[config.mk]
export PLATFORM = sky130hd
export DESIGN_NAME = lift_fault_detector_top
export DESIGN_NICKNAME = d
export VERILOG_FILES = /design/src/rtl/core/lfd_pkg.sv /design/src/rtl/core/lfd_lane.sv /design/src/rtl/core/lfd_state.sv /design/src/rtl/core/lift_fault_detector_top.sv
export SDC_FILE = /design/constraint.sdc
export NUM_CORES = 1
export LEC_CHECK = 0
export ABC_AREA = 1
export BUFFER_PORTS_ARGS = -buffer_cell sky130_fd_sc_hd__clkbuf_2
export CORE_MARGIN = 2
export CORE_UTILIZATION = 25
export CTS_CLUSTER_SIZE = 8
export DETAILED_ROUTE_END_ITERATION = 12
export PLACE_DENSITY_LB_ADDON = 0.05
export SLEW_MARGIN = 20
export SYNTH_ARGS = -nofsm -noshare
export SYNTH_HDL_FRONTEND = slang
export SYNTH_SLANG_ARGS = --single-unit
[constraint.sdc]
create_clock -name clk -period 7 [get_ports clk]
set_clock_uncertainty 0.15 [all_clocks]
set_input_delay 0 -clock clk [delete_from_list [all_inputs] [get_ports clk]]
set_output_delay 0 -clock clk [all_outputs]
set_load 0.03 [all_outputs]
[src/rtl/core/lfd_pkg.sv]
`default_nettype none

package lfd_pkg;

    // number of drop IR sensors carried by one tick
    localparam int NUM_IR = 6;
    localparam int IR_W = 12;
    localparam int ACCEL_W = 18;
    localparam int TIME_W = 32;
    localparam int LIMIT_W = 16;
    localparam int DROP_CNT_W = $clog2(NUM_IR + 1);

    // default leaky counter width
    localparam int COUNTER_BITS_DEF = 16;

    // charger contacts flag inside the dock status byte
    localparam int CHARGER_BIT = 4;

    // register reset values
    localparam logic [11:0] IR_THRESHOLD_RST = 12'd900;
    localparam logic [2:0] IR_COUNT_MIN_RST = 3'd4;
    localparam logic signed [17:0] ACCEL_LOW_RST = 18'sd9200;
    localparam logic signed [17:0] ACCEL_HIGH_RST = 18'sd10500;
    localparam logic [15:0] COUNT_LIMIT_RST = 16'd10;
    localparam logic [15:0] HOLD_MS_RST = 16'd2000;

    // configuration register indexes
    typedef enum logic [2:0] {
        REG_IR_THRESHOLD = 3'd0,
        REG_IR_COUNT_MIN = 3'd1,
        REG_ACCEL_LOW    = 3'd2,
        REG_ACCEL_HIGH   = 3'd3,
        REG_COUNT_LIMIT  = 3'd4,
        REG_HOLD_MS      = 3'd5
    } reg_index_t;

    // settings used by the state update stage
    typedef struct packed {
        logic [2:0]  ir_count_min;
        logic [15:0] count_limit;
        logic [15:0] hold_ms;
    } state_cfg_t;

    // pre-processed tick from the lane stage
    typedef struct packed {
        logic [NUM_IR-1:0] drop;
        logic              charger;
        logic              accel_out;
        logic [31:0]       now;
    } tick_t;

    // one result beat
    typedef struct packed {
        logic        lift_error;
        logic        ir_lift;
        logic        imu_lift;
        logic [15:0] leaky_count;
    } result_t;

endpackage

`default_nettype wire

[src/rtl/core/lfd_lane.sv]
`default_nettype none

module lfd_lane
    import lfd_pkg::*;
(
    input  wire logic [IR_W-1:0] ir,
    input  wire logic [IR_W-1:0] threshold,
    output logic                 drop
);

    // a sensor sees a drop when its reading is below threshold
    assign drop = (ir < threshold);

endmodule

`default_nettype wire

[src/rtl/core/lfd_state.sv]
`default_nettype none

module lfd_state
    import lfd_pkg::*;
#(
    parameter int COUNTER_BITS = COUNTER_BITS_DEF
)
(
    input  wire logic       clk,
    input  wire logic       rst_n,
    input  wire logic       fire,
    input  wire tick_t      tick,
    input  wire state_cfg_t cfg,
    input  wire logic       out_ready,
    output logic            out_valid,
    output result_t         result
);

    localparam logic [COUNTER_BITS-1:0] CNT_MAX = {COUNTER_BITS{1'b1}};

    logic [COUNTER_BITS-1:0] counter_reg, counter_next;
    logic                    cand_reg, cand_next;
    logic [TIME_W-1:0]       start_reg, start_next;
    logic                    err_reg, err_next;
    logic                    out_valid_reg, out_valid_next;
    result_t                 result_reg, result_next;

    logic [DROP_CNT_W-1:0]   drops;
    logic                    clear;
    logic                    ir_lift;
    logic                    imu_lift;
    logic [COUNTER_BITS-1:0] cnt_base;
    logic [31:0]             cnt_ext;
    logic                    meet;
    logic [TIME_W-1:0]       elapsed;
    logic                    hold_done;

    // merge the lane results into a drop count
    always_comb
    begin
        drops = '0;
        for (int i = 0; i < NUM_IR; i++)
        begin
            drops = drops + DROP_CNT_W'(tick.drop[i]);
        end
    end

    // lift flags
    assign clear    = (drops == '0) || tick.charger;
    assign ir_lift  = !clear && (drops >= DROP_CNT_W'(cfg.ir_count_min));
    assign imu_lift = ir_lift && tick.accel_out;

    // elapsed time against the stored start, the new start gives zero
    assign elapsed = tick.now - start_reg;

    // state update
    always_comb
    begin
        cnt_base = clear ? '0 : counter_reg;
        if (imu_lift)
        begin
            counter_next = (cnt_base == CNT_MAX) ? cnt_base : cnt_base + 1'b1;
        end
        else
        begin
            counter_next = (cnt_base == '0) ? cnt_base : cnt_base - 1'b1;
        end
        cnt_ext = 32'(counter_next);
        meet    = (cnt_ext >= 32'(cfg.count_limit));

        start_next = start_reg;
        hold_done  = (elapsed >= TIME_W'(cfg.hold_ms));
        if (meet && !cand_reg)
        begin
            start_next = tick.now;
            hold_done  = (cfg.hold_ms == '0);
        end

        err_next  = clear ? 1'b0 : err_reg;
        cand_next = cand_reg || meet;
        if (cand_next)
        begin
            if (!ir_lift)
            begin
                cand_next = 1'b0;
            end
            else if (hold_done)
            begin
                err_next = 1'b1;
            end
        end
    end

    // output register
    always_comb
    begin
        out_valid_next = out_valid_reg && !out_ready;
        result_next    = result_reg;
        if (fire)
        begin
            out_valid_next          = 1'b1;
            result_next.lift_error  = err_next;
            result_next.ir_lift     = ir_lift;
            result_next.imu_lift    = imu_lift;
            result_next.leaky_count = cnt_ext[15:0];
        end
    end

    always_ff @(posedge clk or negedge rst_n)
    begin
        if (!rst_n)
        begin
            counter_reg   <= '0;
            cand_reg      <= 1'b0;
            start_reg     <= '0;
            err_reg       <= 1'b0;
            out_valid_reg <= 1'b0;
        end
        else
        begin
            out_valid_reg <= out_valid_next;
            if (fire)
            begin
                counter_reg <= counter_next;
                cand_reg    <= cand_next;
                start_reg   <= start_next;
                err_reg     <= err_next;
            end
        end
    end

    always_ff @(posedge clk)
    begin
        result_reg <= result_next;
    end

    assign out_valid = out_valid_reg;
    assign result    = result_reg;

`ifndef SYNTHESIS
    // imu flag on a result never stands without the ir flag
    a_imu_needs_ir: assert property (@(posedge clk) disable iff (!rst_n)
        out_valid_reg && result_reg.imu_lift |-> result_reg.ir_lift)
        else $error("imu lift without ir lift");

    // a tick without ir lift leaves no candidate
    a_cand_drop: assert property (@(posedge clk) disable iff (!rst_n)
        fire && !ir_lift |=> !cand_reg)
        else $error("candidate survived a tick without ir lift");

    // a clearing tick empties the counter and the error
    a_clear: assert property (@(posedge clk) disable iff (!rst_n)
        fire && clear |=> counter_reg == '0 && !err_reg)
        else $error("clearing tick left state behind");

    // a new result is only taken when the output register is free
    a_no_overwrite: assert property (@(posedge clk) disable iff (!rst_n)
        out_valid_reg && !out_ready |-> !fire)
        else $error("result overwritten while stalled");
`endif

endmodule

`default_nettype wire

[src/rtl/core/lift_fault_detector_top.sv]
`default_nettype none

// Lift fault detector. Accepts one monitoring tick per clock cycle while the
// result output is not stalled. A lane stage compares the six drop IR
// readings and the acceleration window in parallel and registers them; the
// second stage counts the drops, updates the leaky counter, candidate and
// error latch and holds the result in an output register, so a new tick is
// taken while a result waits. Ticks with sensors_fresh or all_updated low
// are accepted and give no result beat. Configuration is to be written by
// the user through the cfg port (always ready) while no tick is in flight;
// the block itself does not enforce this.
module lift_fault_detector_top
    import lfd_pkg::*;
#(
    parameter int COUNTER_BITS = COUNTER_BITS_DEF
)
(
    input  wire logic                      clk,
    input  wire logic                      rst_n,
    input  wire logic                      in_valid,
    output logic                           in_ready,
    input  wire logic                      sensors_fresh,
    input  wire logic                      all_updated,
    input  wire logic [IR_W-1:0]           ir_front,
    input  wire logic [IR_W-1:0]           ir_front_left,
    input  wire logic [IR_W-1:0]           ir_front_right,
    input  wire logic [IR_W-1:0]           ir_back,
    input  wire logic [IR_W-1:0]           ir_back_left,
    input  wire logic [IR_W-1:0]           ir_back_right,
    input  wire logic [7:0]                dock_status,
    input  wire logic signed [ACCEL_W-1:0] accel_z,
    input  wire logic [TIME_W-1:0]         now_ms,
    output logic                           out_valid,
    input  wire logic                      out_ready,
    output logic                           lift_error,
    output logic                           ir_lift,
    output logic                           imu_lift,
    output logic [15:0]                    leaky_count,
    input  wire logic                      cfg_valid,
    output logic                           cfg_ready,
    input  wire logic [2:0]                cfg_index,
    input  wire logic [31:0]               cfg_data
);

    logic [IR_W-1:0]           ir_threshold_reg;
    logic [2:0]                ir_count_min_reg;
    logic signed [ACCEL_W-1:0] accel_low_reg;
    logic signed [ACCEL_W-1:0] accel_high_reg;
    logic [LIMIT_W-1:0]        count_limit_reg;
    logic [LIMIT_W-1:0]        hold_ms_reg;

    logic              s1_valid_reg, s1_valid_next;
    tick_t             s1_tick_reg, s1_tick_next;
    logic [NUM_IR-1:0] drop;
    logic [IR_W-1:0]   ir_vec [NUM_IR];
    logic              stall;
    logic              fire;
    logic              in_beat;
    state_cfg_t        scfg;
    result_t           result;

    // configuration registers
    assign cfg_ready = 1'b1;

    always_ff @(posedge clk or negedge rst_n)
    begin
        if (!rst_n)
        begin
            ir_threshold_reg <= IR_THRESHOLD_RST;
            ir_count_min_reg <= IR_COUNT_MIN_RST;
            accel_low_reg    <= ACCEL_LOW_RST;
            accel_high_reg   <= ACCEL_HIGH_RST;
            count_limit_reg  <= COUNT_LIMIT_RST;
            hold_ms_reg      <= HOLD_MS_RST;
        end
        else if (cfg_valid)
        begin
            unique case (cfg_index)
                REG_IR_THRESHOLD: ir_threshold_reg <= cfg_data[IR_W-1:0];
                REG_IR_COUNT_MIN: ir_count_min_reg <= cfg_data[2:0];
                REG_ACCEL_LOW:    accel_low_reg    <= signed'(cfg_data[ACCEL_W-1:0]);
                REG_ACCEL_HIGH:   accel_high_reg   <= signed'(cfg_data[ACCEL_W-1:0]);
                REG_COUNT_LIMIT:  count_limit_reg  <= cfg_data[LIMIT_W-1:0];
                REG_HOLD_MS:      hold_ms_reg      <= cfg_data[LIMIT_W-1:0];
                default:          ;
            endcase
        end
    end

    // one compare lane per drop sensor
    assign ir_vec[0] = ir_front;
    assign ir_vec[1] = ir_front_left;
    assign ir_vec[2] = ir_front_right;
    assign ir_vec[3] = ir_back;
    assign ir_vec[4] = ir_back_left;
    assign ir_vec[5] = ir_back_right;

    for (genvar g = 0; g < NUM_IR; g++)
    begin : g_lane
        lfd_lane u_lane (
            .ir        (ir_vec[g]),
            .threshold (ir_threshold_reg),
            .drop      (drop[g])
        );
    end

    // pipeline handshake
    assign stall    = out_valid && !out_ready;
    assign in_ready = !s1_valid_reg || !stall;
    assign in_beat  = in_valid && in_ready;
    assign fire     = s1_valid_reg && !stall;

    // lane stage register, skipped ticks leave a bubble
    always_comb
    begin
        s1_valid_next = s1_valid_reg && !fire;
        s1_tick_next  = s1_tick_reg;
        if (in_beat)
        begin
            s1_valid_next          = sensors_fresh && all_updated;
            s1_tick_next.drop      = drop;
            s1_tick_next.charger   = dock_status[CHARGER_BIT];
            s1_tick_next.accel_out = (accel_z <= accel_low_reg) ||
                                     (accel_z >= accel_high_reg);
            s1_tick_next.now       = now_ms;
        end
    end

    always_ff @(posedge clk or negedge rst_n)
    begin
        if (!rst_n)
        begin
            s1_valid_reg <= 1'b0;
        end
        else
        begin
            s1_valid_reg <= s1_valid_next;
        end
    end

    always_ff @(posedge clk)
    begin
        s1_tick_reg <= s1_tick_next;
    end

    // merge and state stage
    assign scfg.ir_count_min = ir_count_min_reg;
    assign scfg.count_limit  = count_limit_reg;
    assign scfg.hold_ms      = hold_ms_reg;

    lfd_state #(
        .COUNTER_BITS (COUNTER_BITS)
    ) u_state (
        .clk       (clk),
        .rst_n     (rst_n),
        .fire      (fire),
        .tick      (s1_tick_reg),
        .cfg       (scfg),
        .out_ready (out_ready),
        .out_valid (out_valid),
        .result    (result)
    );

    assign lift_error  = result.lift_error;
    assign ir_lift     = result.ir_lift;
    assign imu_lift    = result.imu_lift;
    assign leaky_count = result.leaky_count;

endmodule

`default_nettype wire

Word-level counts from Yosys, hierarchy flattened
Index checks and enable logic that the tools add are counted.
{ "totals": {"word_cells": 87, "output_inout_bits": 22, "register_bits": 194} }
{ "classes": {"mux": 13, "n_reduce_logical": 29, "eq_ne": 6, "order_cmp": 11, "addsub": 8} }
{ "op_table": {"columns": ["op", "count"], "rows": [
  ["$lt 12x12->1", 6],
  ["$mux 16", 4],
  ["$ge 32x16->1", 1],
  ["$logic_not 16->1", 2],
  ["$sub 32x32->32", 1],
  ["$ge 18x18->1", 1],
  ["$le 18x18->1", 1],
  ["$add 16x1->16 const B", 1],
  ["$eq 16x16->1 const B", 1],
  ["$ge 16x16->1", 1],
  ["$sub 16x1->16 const B", 1],
  ["$reduce_and 2->1", 7],
  ["$add 3x1->3", 4],
  ["$mux 1", 9],
  ["$logic_and 1x1->1", 8],
  ["$eq 3x2->1 const B", 2],
  ["$eq 3x3->1 const B", 2],
  ["$logic_not 1->1", 6],
  ["$logic_not 3->1", 2],
  ["$logic_or 1x1->1", 4],
  ["$eq 3x1->1 const B", 1],
  ["$ge 3x3->1", 1],
  ["$add 1x1->2", 1]
]} }

Depth between registers and ports, before layout
Gate-level depths: netlist (run 1).
{ "depth": {"depth_word": 17, "mapped_depth": 35} }

Modules after synthesis
A second synthesis (run 1) with hierarchy kept.
{ "hier_totals": {"hier_cells": 1950, "hier_area_um2": 14383.8} }
{ "modules_own_cells": {"columns": ["mod", "n_inst", "seq_area_each_um2", "cells_per_inst", "area_per_inst_um2"], "rows": [
  ["lfd_state", 1, 1846.8, 1098, 7113.1],
  ["lift_fault_detector_top", 1, 3333.2, 528, 5371.4],
  ["lfd_lane", 6, 0.0, 54, 316.6]
]} }

Worst setup path before layout (run 1)
OpenSTA, ideal clock, no wires.
{ "synth_path": {"kind": "reg2reg", "start": "register s1_tick_reg[34] in the netlist's numbering", "end": "register u_state.start_reg[10]", "arrival_ps": 5193, "path_stages_with_launch": 33, "synth_period_minus_slack_ps": 5475, "setup_slack_ps": 1525, "cell_sequence": "edfxtp_1 > ha_1 > inv_1 > fa_1 > fa_1 > fa_1 > nand3_2 > nand2_4 > buf_6 > nor2_4 > inv_2 > ha_1 > nand3_1 > nor2_2 > nand4_2 > nor2_4 > nor2_1 > nand2_1 > o21ai_1 > nand2_1 > xor2_1 > inv_1 > ha_1 > nand2_1 > nor2_1 > nand4_1 > o311ai_0 > nand2_1 > inv_1 > nand2_1 > clkbuf_1 > nor2_1 > a21oi_1"} }
{ "synth_between": {"elab_chain_len": 14, "elab_cells_between_ends": 22} }
{ "synth_rtl": {"columns": ["element", "line_no", "text"], "rows": [
  ["start, declared", "lift_fault_detector_top.sv:53", "tick_t s1_tick_reg, s1_tick_next;"],
  ["start signal, assigned", "lift_fault_detector_top.sv:143", "s1_tick_reg <= s1_tick_next;"],
  ["$add 1x1->2 (*)", "lfd_state.sv:44", "drops = drops + DROP_CNT_W'(tick.drop[i]);"],
  ["$add 3x1->3 (*) (4 in series)", "lfd_state.sv:44", null],
  ["$logic_not 3->1", "lfd_state.sv:49", "assign clear = (drops == '0) || tick.charger;"],
  ["$logic_or 1x1->1", "lfd_state.sv:49", null],
  ["$mux 16 or $logic_not 1->1 (tied branches)", "lfd_state.sv:59, lfd_state.sv:50", null],
  ["$sub 16x1->16, or another cell as far along", "lfd_state.sv:66", "counter_next = (cnt_base == '0) ? cnt_base : cnt_base - 1'b1;"],
  ["$mux 16, or another cell as far along", "lfd_state.sv:66", null],
  ["$mux 16 (*)", "lfd_state.sv:60", "if (imu_lift)"],
  ["net u_state.counter_next[13]", "lfd_state.sv:21", "logic [COUNTER_BITS-1:0] counter_reg, counter_next;"],
  ["$ge 16x16->1 (*)", "lfd_state.sv:69", "meet = (cnt_ext >= 32'(cfg.count_limit));"],
  ["$logic_and 1x1->1 (*)", "lfd_state.sv:73", "if (meet && !cand_reg)"],
  ["$reduce_and 2->1 (no source line) (*)", null, null],
  ["end signal, assigned", "lfd_state.sv:126", "start_reg <= start_next;"],
  ["end, declared", "lfd_state.sv:23", "logic [TIME_W-1:0] start_reg, start_next;"]
]} }
Mark *: on every way through the listed nets, which the timed path passes. The rest lies on a longest branch.
A chain may end at the register's enable or synchronous reset.

Worst setup path in the final report (run 1)
{ "layout_path": {"start": "register s1_tick_reg[34] in the netlist's numbering", "end": "register u_state.start_reg[31]"} }
The elaborated chain is that of the path after synthesis.

==> results.toml, run 1 <==
[yosys]
synth_fp_nets = 2085
synth_edf_count = 59
synthFlopType = "dfrtp_1"
async_flop_share_pct = 69.6
yosysSeqAreaShare_pct = 38.4
syn_inst = 1738
ys_types = 48
yosysWarningCount = 0
syn_avg_cell_area_um2 = 7.77
syn-cell-area_um2 = 13500
synth-seq-cells = 194

[floorplan]
ioPinCount = 194
start_util_pct = 25.2
die_y_um = 236
coreArea_um2 = 53600
die_area_um2 = 55900
placementRows = 85
fp.dieW_um = 236

[global_routing]
overflow = 0
grt_first_pass_wirelength_um = 64700
grt_pass1_vias = 11700
grt_max_degree = 74
grt_usage_pct = 15.0
antenna_found_initial = 3

[worst_setup_path]
slowest_delay_ns = 0.53
start_kind = "register"
cp_slowest_cell = "fa_1"
worst-setup-path-type = "reg -> reg"
crit_path_end_kind = "register"
cp_data_arrival_time_ns = 6.71
crit_fanout = 63
required_ns = 7.22

[clocking]
cts_tree = "done"
htree_levels = 4
clkSinkCount = 194
clock_latency_ns = 0.49
cts.clk_slew.worst_paths_ns = 0.08
cts_buffers = 17
clock_path_buffers = 2
root_buffer = "clkbuf_16"

[placement]
gp_congestion = 0.840
hpwl_um = 31200
dpl.cell_count = 2588
io_buffers = 171

[routing]
wl_per_cell_um = 14.9
postRouteAntennaNets = 0
vias_per_cell = 4.29
drc = 0
vias = 11600
wl_um = 40300
dr.first_iter.drc_count = 607
dr.pass1.iters = 5

[pwr]
p_leak_uw = 0.00863
vdd_ir_drop_max_mv = 0.174
power_density_nw_per_um2 = 342

[finish]
layout.nets = 2335
largest_reg_flops = 40
fin_cells = 2697
drive_gt1_share_pct = 13.1
final_cell_mix = "450 x nand2_1, 330 x inv_1, 171 x ha_1, 170 x clkbuf_2, 116 x o21ai_0"
area_growth_pct = 23.3
final_common_cell = "nand2_1"
insertedDiodeCount = 0

[min_path]
hp-class = "in -> reg"

[timing]
max_freq_ghz = 0.154
period_share_pct = 92.7
tightest_slew_ns = 0.982
setup_viol = 0
hold_viol = 0
timing.slew.headroom_pct = 34.5
fin_setup_tns_ns = 0
rsz0062_at_grt = "false"
fin_crit_ns = 6.49
slew_violations = 0

[outcome]
status = "completed"

[job]
max-cap-violations = 0
-- cell usage after synthesis, types with 8 or more instances --
master / number / area share [%]
nand2_1: 451 / 13
inv_1: 331 / 9.2
ha_1: 171 / 16
o21ai_0: 116 / 4.3
nor2_1: 115 / 3.2
dfrtp_1: 111 / 21
a21oi_1: 110 / 4.1
edfxtp_1: 59 / 13
nand3_1: 50 / 1.9
xor2_1: 34 / 2.2
clkbuf_1: 26 / 0.72
nand4_1: 26 / 1.2
dfstp_2: 24 / 4.7
nor3_1: 14 / 0.52
a211oi_1: 11 / 0.61
o21ai_1: 10 / 0.37
a21o_1: 8 / 0.44
nand3b_1: 8 / 0.44
-- report_power, final --
group / internal (µW) / total [µW] / switching, µW
clock: 504 / 1020 / 517
sequential: 1490 / 1610 / 123
combinational: 1120 / 3060 / 1940
-- final cells by class --
class	instances	area, µm²
Clock inverter	13	130
Timing Repair Buffer	259	1780
Clock buffer	19	464
Multi-Input combinational cell	1182	6970
Tap cell	696	871
Fill cell	5861	37000
Inverter	334	1250
Sequential cell	194	5180
-- worst max-delay path: cells and delay by family, from the launching register on --
kind,cells,cell delay [ns]
AOI/OAI and AO/OA,5,0.77
xor gates and xnor gates,1,0.24
adders and majority gates,6,2.16
buffers and inverters,6,0.75
DFF,1,0.37
muxes,1,0.37
and+or+nand+nor,10,1.50
-- metal layers --
metal,up-vias,track usage [%],part of all wire [%]
li1,6102,-,-
met1,5244,20.2,50
met2,193,23.9,45
met3,25,3.89,4.4
met4,2,3.62,1.2
met5,-,0,0.032
-- stage by stage --
| step | util (%) | cell area [µm²] | total power, µW | hold slack (ns) | setup WS [ns] |
|---|---|---|---|---|---|
| after floorplan | - | 13500 | 3750 | -0.446 | 1.52 |
| after global placement | 28.4 | 15200 | 4640 | -0.0883 | 0.444 |
| after detailed placement | 28.4 | 15200 | 4680 | -0.0817 | 0.410 |
| after CTS | 31.0 | 16600 | 5810 | 0.00499 | 0.385 |
| after global routing | 31.1 | 16600 | 6330 | 0.0441 | 0.00685 |
| final | 31.1 | 16600 | 5690 | 0.0195 | 0.514 |
-- kinds of logic (layout without fill, tap and decap cells) --
logic type	count (synthesis)	after routing	synth area share [%]
xor gates and xnor gates	35	35	2.27
other	1	1	0.0278
AOI/OAI and AO/OA	284	284	11.6
adders and majority gates	175	175	16.4
DFF	194	194	38.4
buffers and inverters	362	625	10.1
and+or+nand+nor	686	686	21.1
muxes	1	1	0.0834
-- repair_timing --
item | 4_1_cts | 5_1_grt
endpoints found under the setup margin | 0 | 30
buffers inserted | 0 | 0
gates resized for setup | 0 | 3
endpoints found under the hold margin | 200 | 0
hold buffers | 76 | 0
-- final timing paths --
path	startpoint	to	slack, ns	depth (start not counted)
setup / recovery	s1_tick_reg[34]	u_state.start_reg[31]	0.51	29
hold / removal	accel_z[17]	s1_tick_reg[32]	0.02	4
setup reg to reg	s1_tick_reg[34]	u_state.start_reg[31]	0.51	29
hold reg to reg	count_limit_reg[13]	count_limit_reg[13]	0.34	2
max in group asynchronous	rst_n	accel_low_reg[8]	5.48	5
min in group asynchronous	rst_n	accel_high_reg[13]	0.48	3
Power figures use the tool's default switching activity.
==> run 2: changes to the inputs <==
--- a/config.mk
+++ b/config.mk
@@ -8,7 +8,7 @@
 export ABC_AREA = 1
 export BUFFER_PORTS_ARGS = -buffer_cell sky130_fd_sc_hd__clkbuf_2
 export CORE_MARGIN = 2
-export CORE_UTILIZATION = 25
+export CORE_UTILIZATION = 55
 export CTS_CLUSTER_SIZE = 8
 export DETAILED_ROUTE_END_ITERATION = 12
 export PLACE_DENSITY_LB_ADDON = 0.05
==> run 2 against run 1 <==
  * Hold slack got worse by 0.010 ns
  * Largest cell class unchanged
  * Register-to-register slack about the same
  * Utilization rose by 35 points
  * Largest power group unchanged
  * First-iteration DRC count up 36%
  * Sequential share of layout area up 1.2 points
  * Critical path type unchanged
  * Design area decreased by 3.6%
  * Non-clock buffer count fell by 7
==> results.toml, run 2 (synthesis results as in run 1) <==
[finish]
final_cell_mix = "450 x nand2_1, 330 x inv_1, 171 x ha_1, 170 x clkbuf_2, 116 x o21ai_0"
insertedDiodeCount = 0
final_common_cell = "nand2_1"
largest_reg_flops = 40
layout.nets = 2328
area_growth_pct = 18.8
drive_gt1_share_pct = 12.9
final_util_pct = 66.3

[global_routing]
grt_first_pass_wirelength_um = 55800
overflow = 0
grt_pass1_vias = 11400
antenna_found_initial = 0
grt_usage_pct = 26.9
grt_max_degree = 81

[floorplan]
placementRows = 57
die_y_um = 161
coreArea_um2 = 24200
die_area_um2 = 25800
fp.dieW_um = 161
start_util_pct = 55.8
ioPinCount = 194

[min_path]
hp-class = "in -> reg"
min_from = "accel_z[17]"

[pwr]
power.internal_uw = 3070
power_density_nw_per_um2 = 347
power_frac_clock_pct = 17.5
vdd_ir_drop_max_mv = 0.172
comb_power_share_pct = 53.6
seq_power_share_pct = 28.9
p_sw_share_pct = 44.9
p_sw_uw = 2500
p_leak_uw = 0.00856

[worst_setup_path]
cp_common_cell = "nand2_1"
worst-setup-path-type = "reg -> reg"
slowest_delay_ns = 0.54
start_kind = "register"
required_ns = 7.18
crit_start = "s1_tick_reg[34]"
cp_data_arrival_time_ns = 6.65
crit_path_end_kind = "register"
cp_slowest_cell = "o311ai_0"
crit_fanout = 63
rr_startpoint = "s1_tick_reg[34]"

[clocking]
clkSinkCount = 194
cts_buffers = 17
cts_tree = "done"
cts.repair.resized = 0
postCtsHoldBufs = 72
cts.clk_slew.worst_paths_ns = 0.07
clock_latency_ns = 0.44
root_buffer = "clkbuf_16"
clock_path_buffers = 2
postCtsSetupRepairBufs = 0
htree_levels = 4

[placement]
io_buffers = 171
hpwl_um = 25700
gp_congestion = 0.933

[routing]
wl_per_cell_um = 14.6
drc = 0
vias_per_cell = 5.13
dr.first_iter.drc_count = 826
vias = 11900
dr.pass1.iters = 5
wl_um = 33800
postRouteAntennaNets = 0

[timing]
period_share_pct = 92.5
hold_ws_ns = 0.00925
fin_crit_ns = 6.47
timing.slew.headroom_pct = 36.7
hold_viol = 0
slew_violations = 0
rsz0062_at_grt = "false"
setup_viol = 0
max_freq_ghz = 0.154
fin_setup_tns_ns = 0
tightest_slew_ns = 0.938

[outcome]
status = "completed"

[job]
max-cap-violations = 0
run 2: cell types whose count changed in the layout (fill, tap and decap cells not counted), moves of 2 or more:
cell	previous run	this run
dlygate4sd3_1	75	72
inv_6	5	7
buf_16	2	0
clkinv_4	2	0
run 2: power by group through the flow:
| stage | Combinational [µW] | Clock, µW | Sequential (µW) |
|---|---|---|---|
| after floorplan | 2110 | 0 | 1640 |
| after global placement | 2800 | 0 | 1620 |
| after detailed placement | 2890 | 0 | 1630 |
| after CTS | 2970 | 993 | 1610 |
| after global routing | 3430 | 1040 | 1640 |
| final | 2990 | 975 | 1610 |
run 2: critical path: cells and delay by family, from the launching register on:
family | cells | cell delay, ns
adders and majority gates | 6 | 2.18
AOI/OAI and AO/OA | 2 | 0.60
and+or+nand+nor | 15 | 1.93
muxes | 1 | 0.30
xor gates and xnor gates | 1 | 0.21
buffers and inverters | 5 | 0.57
DFF | 1 | 0.37
run 2: cell type report:
cell class / count / area, µm²
clock inverters: 13 / 135
well taps: 324 / 405
multi-input cells: 1182 / 6950
repair buffers: 252 / 1660
clock buffers: 19 / 447
flip-flops and latches: 194 / 5180
inverters: 334 / 1250
fillers: 2094 / 8140
run 2: final timing paths:
kind / end / cells past startpoint / slack (ns)
setup / recovery: u_state.start_reg[31] / 30 / 0.53
hold reg to reg: count_limit_reg[13] / 2 / 0.34
min in group asynchronous: u_state.counter_reg[4] / 2 / 0.02
max in group asynchronous: accel_high_reg[4] / 3 / 5.42
setup reg to reg: u_state.start_reg[31] / 30 / 0.53
hold / removal: s1_tick_reg[32] / 4 / 0.009
run 2: through the flow:
stage	total power [µW]	std cells	cell area [µm²]	setup WS, ns
floorplan	3750	1738	13500	1.52
global placement	4420	2214	14700	0.681
detailed placement	4520	2214	14700	0.498
CTS	5570	2318	16000	0.493
global route	6100	2318	16000	0.00868
finish	5570	2318	16000	0.526
run 2: metal layers:
metal	vias to the layer above	wire length, µm	global-route usage, %
met5	-	0	0
met4	0	421	5.32
met3	37	1850	4.39
met2	316	15600	44.9
met1	5430	15900	37.3
li1	6104	-	-
